==> src/rtl/shell_command_tokenizer_top_macros.svh <==
// Assertion helpers for the tokenizer top module.
// Each macro expects clk and rst_n in scope; use without a trailing semicolon.
`ifndef SHELL_COMMAND_TOKENIZER_TOP_MACROS_SVH
`define SHELL_COMMAND_TOKENIZER_TOP_MACROS_SVH

// Same-cycle implication.
`define SCL_ASSERT_IMP(label, ante, cons, msg) \
  label: assert property (@(posedge clk) disable iff (!rst_n) (ante) |-> (cons)) \
    else $error(msg);

// Next-cycle implication.
`define SCL_ASSERT_NXT(label, ante, cons, msg) \
  label: assert property (@(posedge clk) disable iff (!rst_n) (ante) |=> (cons)) \
    else $error(msg);

`endif

==> src/rtl/scl_pkg.sv <==
package scl_pkg;

  localparam logic [7:0] CH_NUL   = 8'h00;
  localparam logic [7:0] CH_SPACE = 8'h20;
  localparam logic [7:0] CH_PIPE  = 8'h7C;
  localparam logic [7:0] CH_LT    = 8'h3C;
  localparam logic [7:0] CH_GT    = 8'h3E;
  localparam logic [7:0] CH_SQ    = 8'h27;
  localparam logic [7:0] CH_DQ    = 8'h22;

  typedef enum logic [2:0] {
    KIND_WORD    = 3'd0,
    KIND_PIPE    = 3'd1,
    KIND_IN      = 3'd2,
    KIND_OUT     = 3'd3,
    KIND_APPEND  = 3'd4,
    KIND_HEREDOC = 3'd5
  } kind_t;

  typedef enum logic [3:0] {
    MODE_GAP    = 4'b0001,
    MODE_PLAIN  = 4'b0010,
    MODE_SQUOTE = 4'b0100,
    MODE_DQUOTE = 4'b1000
  } mode_t;

  typedef enum logic [2:0] {
    PEND_NONE = 3'b001,
    PEND_LT   = 3'b010,
    PEND_GT   = 3'b100
  } pend_t;

  typedef struct packed {
    mode_t mode;
    pend_t pend;
    logic  after_space;
  } lex_state_t;

  typedef struct packed {
    logic [7:0] ch;
    logic       char_valid;
    kind_t      kind;
    logic       first;
    logic       joined;
    logic       line_done;
    logic       last;
  } result_t;

  typedef struct packed {
    result_t    res0;
    result_t    res1;
    logic [1:0] cnt;
    lex_state_t nxt;
  } dec_t;

  localparam lex_state_t STATE_RESET = '{mode: MODE_GAP, pend: PEND_NONE, after_space: 1'b1};

endpackage

==> src/rtl/shell_command_tokenizer_top.sv <==
// Flow: an accepted byte waits in the input stage until the result buffer can take
// it and its results are offered from there. Throughput: one byte per cycle while
// out_ready is high; a byte with two results (held < or > flushed, or a doubled
// << / >>) holds the result buffer, and so the input, until both are taken.
// Reset (rst_n low, synchronous): input and result stages empty, lexer back to line
// start (between segments, nothing held, next segment starts a new word).
module shell_command_tokenizer_top (
  input  logic       clk,
  input  logic       rst_n,
  input  logic       in_valid,
  output logic       in_ready,
  input  logic [7:0] in_char,
  output logic       out_valid,
  input  logic       out_ready,
  output logic [7:0] out_char,
  output logic       out_char_valid,
  output logic [2:0] out_token_kind,
  output logic       out_token_first,
  output logic       out_joined,
  output logic       out_line_done,
  output logic       out_last
);

  `include "shell_command_tokenizer_top_macros.svh"

  // Input stage: one byte waiting for decode.
  logic [7:0]          char_r, char_nxt;
  logic                in_v_r, in_v_nxt;
  // Lexer state, advanced when a byte moves into the result buffer.
  scl_pkg::lex_state_t st_r, st_nxt;

  scl_pkg::dec_t    dec;
  scl_pkg::result_t out_res;
  logic             can_load;
  logic             load;

  scl_decode u_decode (
    .in_char (char_r),
    .st      (st_r),
    .dec     (dec)
  );

  // Move the held byte into the result buffer whenever the buffer drains.
  assign load     = in_v_r && can_load;
  // Take a new byte while the input stage is empty or is emptying now.
  assign in_ready = !in_v_r || load;

  scl_outbuf u_outbuf (
    .clk       (clk),
    .rst_n     (rst_n),
    .load      (load),
    .res0      (dec.res0),
    .res1      (dec.res1),
    .cnt       (dec.cnt),
    .can_load  (can_load),
    .out_valid (out_valid),
    .out_ready (out_ready),
    .out_res   (out_res)
  );

  assign out_char        = out_res.ch;
  assign out_char_valid  = out_res.char_valid;
  assign out_token_kind  = out_res.kind;
  assign out_token_first = out_res.first;
  assign out_joined      = out_res.joined;
  assign out_line_done   = out_res.line_done;
  assign out_last        = out_res.last;

  always_comb begin
    char_nxt = char_r;
    in_v_nxt = in_v_r;
    st_nxt   = st_r;
    if (load) begin
      st_nxt   = dec.nxt;
      in_v_nxt = 1'b0;
    end
    if (in_valid && in_ready) begin
      char_nxt = in_char;
      in_v_nxt = 1'b1;
    end
  end

  always_ff @(posedge clk) begin
    char_r <= char_nxt;
    if (!rst_n) begin
      in_v_r <= 1'b0;
      st_r   <= scl_pkg::STATE_RESET;
    end else begin
      in_v_r <= in_v_nxt;
      st_r   <= st_nxt;
    end
  end

  // A held operator only exists in the gap after it, with a new word to follow.
  `SCL_ASSERT_IMP(a_pend_in_gap, st_r.pend != scl_pkg::PEND_NONE,
    st_r.mode == scl_pkg::MODE_GAP && st_r.after_space, "held operator outside gap")
  `SCL_ASSERT_IMP(a_eol_last, out_valid && out_line_done,
    out_last && !out_char_valid, "end marker not last or carries a byte")
  `SCL_ASSERT_IMP(a_join_first, out_valid && out_joined,
    out_token_first && out_token_kind == scl_pkg::KIND_WORD, "joined off a word start")
  `SCL_ASSERT_NXT(a_load_shows, load && dec.cnt != 2'd0, out_valid,
    "loaded results not offered")

endmodule

==> src/rtl/scl_decode.sv <==
module scl_decode (
  input  logic [7:0]          in_char,
  input  scl_pkg::lex_state_t st,
  output scl_pkg::dec_t       dec
);

  logic              held_v;
  logic [7:0]        held_c;
  scl_pkg::result_t  held_res;
  scl_pkg::result_t  main_res;
  logic              main_v;

  always_comb begin
    held_v   = (st.pend == scl_pkg::PEND_LT) || (st.pend == scl_pkg::PEND_GT);
    held_c   = (st.pend == scl_pkg::PEND_LT) ? scl_pkg::CH_LT : scl_pkg::CH_GT;
    held_res = '{ch: held_c, char_valid: 1'b1,
                 kind: (st.pend == scl_pkg::PEND_LT) ? scl_pkg::KIND_IN : scl_pkg::KIND_OUT,
                 first: 1'b1, joined: 1'b0, line_done: 1'b0, last: 1'b0};
    main_res = '{ch: in_char, char_valid: 1'b1, kind: scl_pkg::KIND_WORD,
                 first: 1'b0, joined: 1'b0, line_done: 1'b0, last: 1'b0};
    main_v   = 1'b0;
    dec      = '0;
    dec.nxt  = st;
    dec.nxt.pend = scl_pkg::PEND_NONE;

    // Classify the byte as it would be without a held operator.
    if (in_char == scl_pkg::CH_NUL) begin
      main_v             = 1'b1;
      main_res.ch        = scl_pkg::CH_NUL;
      main_res.char_valid = 1'b0;
      main_res.line_done = 1'b1;
      dec.nxt            = scl_pkg::STATE_RESET;
    end else if (st.mode == scl_pkg::MODE_SQUOTE || st.mode == scl_pkg::MODE_DQUOTE) begin
      main_v = 1'b1;
      if ((st.mode == scl_pkg::MODE_SQUOTE && in_char == scl_pkg::CH_SQ) ||
          (st.mode == scl_pkg::MODE_DQUOTE && in_char == scl_pkg::CH_DQ)) begin
        dec.nxt.mode        = scl_pkg::MODE_GAP;
        dec.nxt.after_space = 1'b0;
      end
    end else if (in_char == scl_pkg::CH_SPACE) begin
      dec.nxt.mode        = scl_pkg::MODE_GAP;
      dec.nxt.after_space = 1'b1;
    end else if (in_char == scl_pkg::CH_PIPE) begin
      main_v              = 1'b1;
      main_res.kind       = scl_pkg::KIND_PIPE;
      main_res.first      = 1'b1;
      dec.nxt.mode        = scl_pkg::MODE_GAP;
      dec.nxt.after_space = 1'b1;
    end else if (in_char == scl_pkg::CH_LT || in_char == scl_pkg::CH_GT) begin
      dec.nxt.pend = (in_char == scl_pkg::CH_LT) ? scl_pkg::PEND_LT : scl_pkg::PEND_GT;
      dec.nxt.mode        = scl_pkg::MODE_GAP;
      dec.nxt.after_space = 1'b1;
    end else if (in_char == scl_pkg::CH_SQ || in_char == scl_pkg::CH_DQ) begin
      main_v              = 1'b1;
      main_res.first      = 1'b1;
      main_res.joined     = ~st.after_space;
      dec.nxt.mode = (in_char == scl_pkg::CH_SQ) ? scl_pkg::MODE_SQUOTE
                                                 : scl_pkg::MODE_DQUOTE;
      dec.nxt.after_space = 1'b0;
    end else if (st.mode == scl_pkg::MODE_PLAIN) begin
      main_v = 1'b1;
    end else begin
      main_v              = 1'b1;
      main_res.first      = 1'b1;
      main_res.joined     = ~st.after_space;
      dec.nxt.mode        = scl_pkg::MODE_PLAIN;
      dec.nxt.after_space = 1'b0;
    end

    // Merge the held operator in front of the byte's own result.
    if (held_v && in_char == held_c) begin
      dec.res0      = held_res;
      dec.res0.kind = (st.pend == scl_pkg::PEND_LT) ? scl_pkg::KIND_HEREDOC
                                                    : scl_pkg::KIND_APPEND;
      dec.res1       = dec.res0;
      dec.res1.first = 1'b0;
      dec.res1.last  = 1'b1;
      dec.cnt        = 2'd2;
      dec.nxt        = st;
      dec.nxt.pend   = scl_pkg::PEND_NONE;
    end else if (held_v && main_v) begin
      dec.res0      = held_res;
      dec.res1      = main_res;
      dec.res1.last = 1'b1;
      dec.cnt       = 2'd2;
    end else if (held_v) begin
      dec.res0      = held_res;
      dec.res0.last = 1'b1;
      dec.cnt       = 2'd1;
    end else if (main_v) begin
      dec.res0      = main_res;
      dec.res0.last = 1'b1;
      dec.cnt       = 2'd1;
    end
  end

endmodule

==> src/rtl/scl_outbuf.sv <==
module scl_outbuf (
  input  logic              clk,
  input  logic              rst_n,
  input  logic              load,
  input  scl_pkg::result_t  res0,
  input  scl_pkg::result_t  res1,
  input  logic [1:0]        cnt,
  output logic              can_load,
  output logic              out_valid,
  input  logic              out_ready,
  output scl_pkg::result_t  out_res
);

  scl_pkg::result_t slot0_r, slot0_nxt;
  scl_pkg::result_t slot1_r, slot1_nxt;
  logic [1:0]       cnt_r, cnt_nxt;
  logic             pop;

  assign out_valid = (cnt_r != 2'd0);
  assign out_res   = slot0_r;
  assign pop       = out_valid && out_ready;
  // Refill only once the buffer drains this cycle.
  assign can_load  = (cnt_r == 2'd0) || (cnt_r == 2'd1 && pop);

  always_comb begin
    slot0_nxt = slot0_r;
    slot1_nxt = slot1_r;
    cnt_nxt   = cnt_r;
    if (load) begin
      slot0_nxt = res0;
      slot1_nxt = res1;
      cnt_nxt   = cnt;
    end else if (pop) begin
      slot0_nxt = slot1_r;
      cnt_nxt   = cnt_r - 2'd1;
    end
  end

  always_ff @(posedge clk) begin
    slot0_r <= slot0_nxt;
    slot1_r <= slot1_nxt;
    if (!rst_n) begin
      cnt_r <= 2'd0;
    end else begin
      cnt_r <= cnt_nxt;
    end
  end

endmodule

==> config.mk <==
export PLATFORM = sky130hd
export DESIGN_NAME = shell_command_tokenizer_top
export DESIGN_NICKNAME = d
export VERILOG_FILES = /design/src/rtl/scl_pkg.sv /design/src/rtl/shell_command_tokenizer_top.sv /design/src/rtl/scl_decode.sv /design/src/rtl/scl_outbuf.sv
export VERILOG_INCLUDE_DIRS = /design/src /design/src/rtl
export SDC_FILE = /design/constraint.sdc
export NUM_CORES = 1
export LEC_CHECK = 0
export ABC_CLOCK_PERIOD_IN_PS = 3500
export BUFFER_PORTS_ARGS = -buffer_cell sky130_fd_sc_hd__buf_4
export CAP_MARGIN = 0
export CORE_MARGIN = 4
export CORE_UTILIZATION = 42
export CTS_BUF_LIST = sky130_fd_sc_hd__clkbuf_2
export DETAILED_ROUTE_END_ITERATION = 7
export MAX_ROUTING_LAYER = met4
export SLEW_MARGIN = 40
export SYNTH_ARGS = -nofsm -noshare
export SYNTH_HDL_FRONTEND = slang
export SYNTH_SLANG_ARGS = --single-unit
==> constraint.sdc <==
create_clock -name clk -period 3.5 [get_ports clk]
set_input_delay 0.7 -clock clk [delete_from_list [all_inputs] [get_ports clk]]
set_output_delay 0.7 -clock clk [all_outputs]
set_load 0.005 [all_outputs]
==> key figures <==
Detailed routing
  – Residual DRC: 0
  – Iteration-0 DRC count of the detailed router: ~120
  – Final antenna-violating net count: 0
  – Routed wire length: 5132 um
  – Drt wl/cell: around 15 um
  – Drt via density: around 5.4
  – Pre-antenna DRT Iters: 4
  – Routed vias: about 1800

Die
  – Die area: ~7300 um^2
  – IO Count: 30
  – Initial Util: a little over two fifths
  – Die W: ~86 um
  – Row count: 28
  – Die span in y: between 80 and 90 um
  – Placeable Area: just under 6000 um^2

Worst setup path
  – Crit-path max FO: 17
  – Arr. time, crit path: 3.11 ns
  – Setup crit end kind: flip-flop
  – Worst path required time: 3.72 ns
  – CP Class: reg -> reg
  – Reg2Reg Depth: 6
  – CP Launch Type: flip-flop

STA
  – Max Slew Vio Count: 0
  – RSZ-0062 raised after global routing: false
  – Final Hold Violating Endpoints: 0
  – Worst Skew: approximately 0.04 ns
  – Max Freq: around 350 MHz
  – Slew @ Worst Pin: around 0.75 ns
  – Final Cycle Share: between 80% and 90%
  – Max-slew headroom: around half
  – Setup_tns: 0 ns
  – Minimum clock period: just under 3 ns
  – Setup violators final: 0

Power and ir drop
  – P_leak: roughly 1.0 nW
  – Worst vdd ir: 0.0001678 V
  – Pwr Density: between 400 and 500 nW/um^2

Yosys
  – Cell count after synthesis: 230
  – Multiplexer share of the synthesized area: less than 1%
  – Post-synth EDFFs: 39
  – Syn Area/Cell: 11.03 um^2
  – Syn nets: roughly 250
  – Compound-Gate Fraction of Synth Area: 16.13%
  – Adder-Cell Fraction of Synth Area: about 1.5%
  – XOR/XNOR Fraction of Synth Area: 1.036%
  – Synth cell types: 56
  – Post-Syn Area: 2536 um^2
  – Largest family of logic cells by synthesized area: simple AND/OR/NAND/NOR gates
  – Post-Synth Simple-Gate Area: between 20% and 30%
  – Register bit total from synthesis: 50
  – Most used DFF post-synth: edfxtp_1
  – Seq/Total Area, Yosys: a little over half
  – Async set-or-reset flop fraction in the synthesized netlist: 0%
  – Synth Warn #: 0

Place
  – Port Buf Inserts: 29
  – Final HPWL DP: around 3500 um
  – Post-placement cell count: 324
  – Gp weighted congestion: roughly 0.91

Finish
  – Final Non-Filler Cells: approximately 330
  – Final net count: 272
  – Ant diodes: 0
  – Fillers: 575
  – Area delta synth->final: 12.73%
  – Layout cells sized above 1: 22.48%

Clocking
  – Hold_buf cts: 0
  – Post-CTS Repair Setup Buffers: 0
  – CTS HTree Levels: 2
  – TritonCTS clock tree: built
  – Root Driver: clkbuf_2
  – Clk buf depth: 2
  – Inserted Clock Buffers: 5
  – # clock sinks: 50
  – Latest clock arrival within the worst-skew pair: about 0.44 ns
  – Clock transition at path regs: 0.24 ns
  – Post-CTS sizing: 0

Global route
  – Largest net degree at the start of global routing: 30
  – GRT Overall Usage: approximately 15%
  – Initial antenna violation count: 0
  – First-pass GRT wire length: 8183 um
  – Vias in the first global route: between 1500 and 2000
  – Gr ovfl total: 0

Run
  – Max_cap viols: 0

Hold path
  – Hold Path Depth: 1
  – Worst min path class: in -> reg

Outcome
  – Status: finished, final reports clean
==> through the flow <==
step	utilization [%]	area, um^2	power, mW	hold WS (ns)	setup WS (ns)
after floorplan	-	2536	0.8726	0.4646	1.089
after global placement	47.15	2775	0.9586	0.4805	0.7465
after detailed placement	47.15	2775	0.9609	0.4923	0.6297
after CTS	48.34	2845	1.266	0.4167	0.6401
after global routing	48.58	2859	1.321	0.3767	0.2745
final	48.58	2859	1.250	0.4470	0.6136
==> power breakdown <==
| group | switching [mW] | internal [mW] | total (mW) |
|---|---|---|---|
| combinational | 0.107 | 0.0902 | 0.197 |
| clock | 0.187 | 0.120 | 0.306 |
| sequential | 0.0366 | 0.710 | 0.747 |
| total | 0.330 | 0.920 | 1.25 |
==> cell usage in the layout, fill, tap and decap left out, types with 3 or more instances in the layout <==
master	synthesis	final
a21o_1	3	3
a21oi_1	12	12
a31oi_1	3	3
and2_1	9	9
buf_4	1	32
clkbuf_2	0	5
dfxtp_1	11	11
edfxtp_1	39	39
ha_1	3	3
inv_1	8	7
nand2_1	23	23
nand2b_1	7	7
nand3_1	4	4
nand4_1	3	3
nor2_1	21	21
nor3_1	6	6
o21ai_0	14	14
o2bb2ai_1	3	3
o31ai_1	3	3
==> cell usage after synthesis, types with 4 or more instances <==
cell type   n  share of area (%)
o21ai_0    14                2.8
clkbuf_1    5               0.74
nor3_1      6                1.2
and2_1      9                2.2
inv_1       8                1.2
a21oi_1    12                2.4
nand3_1     4               0.79
nand2_1    23                3.4
dfxtp_1    11                8.7
edfxtp_1   39                 46
nor2_1     21                3.1
nand2b_1    7                1.7
==> cell type report <==
| cell class | count | area (um^2) | share of cell area [%] |
|---|---|---|---|
| inverter | 8 | 30.03 | 1.050 |
| clock buffer | 5 | 25.02 | 0.8753 |
| clock inverter | 3 | 45.04 | 1.575 |
| sequential | 50 | 1391 | 48.67 |
| timing repair buffer | 32 | 240.2 | 8.403 |
| tap | 75 | 93.84 | 3.282 |
| multi-input combinational | 160 | 1033 | 36.15 |
==> state kept, by name, summed over array words and instances (netlist names) <==
signal and count:
u_outbuf.out_res 16, in_v_r 1, st_r 8, u_outbuf.slot1_r 15
u_outbuf.cnt_r 2, char_r 8
==> metal layers <==
metal,track usage [%],wire [um]
met2,23.66,2443
met3,3.170,233
met1,18.93,2398
met4,4.317,57
met5,-,0
==> cell families (layout without fill, tap and decap cells) <==
logic type,after synthesis,in the layout
AND/OR/NAND/NOR,96,96
XOR/XNOR,3,3
multiplexers,1,1
flip-flops,50,50
AO/OA/AOI/OAI,57,57
buffers and inverters,20,48
adder cells (fa/ha/maj),3,3
==> worst max-delay path: stages, from the launching register on <==
cell and delay [ns]:
edfxtp_1 0.57, nor4b_1 0.54, o211ai_1 0.38, ha_1 0.50, a211oi_1 0.32, o21ai_0 0.14, a31o_2 0.25
==> path summary, 6_finish.rpt <==
kind,startpoint,end,slack (ns)
worst max register to register,char_r[0]$_DFFE_PP_,u_outbuf.out_res[9]$_DFFE_PP_,0.61
worst min-delay path,in_char[1],char_r[1]$_DFFE_PP_,0.45
worst max-delay path,char_r[0]$_DFFE_PP_,u_outbuf.out_res[9]$_DFFE_PP_,0.61
worst min register to register,u_outbuf.slot1_r[15]$_SDFFCE_PP0P_,u_outbuf.out_res[15]$_DFFE_PP_,0.52
Note: power is estimated with default switching activity, not from simulation.
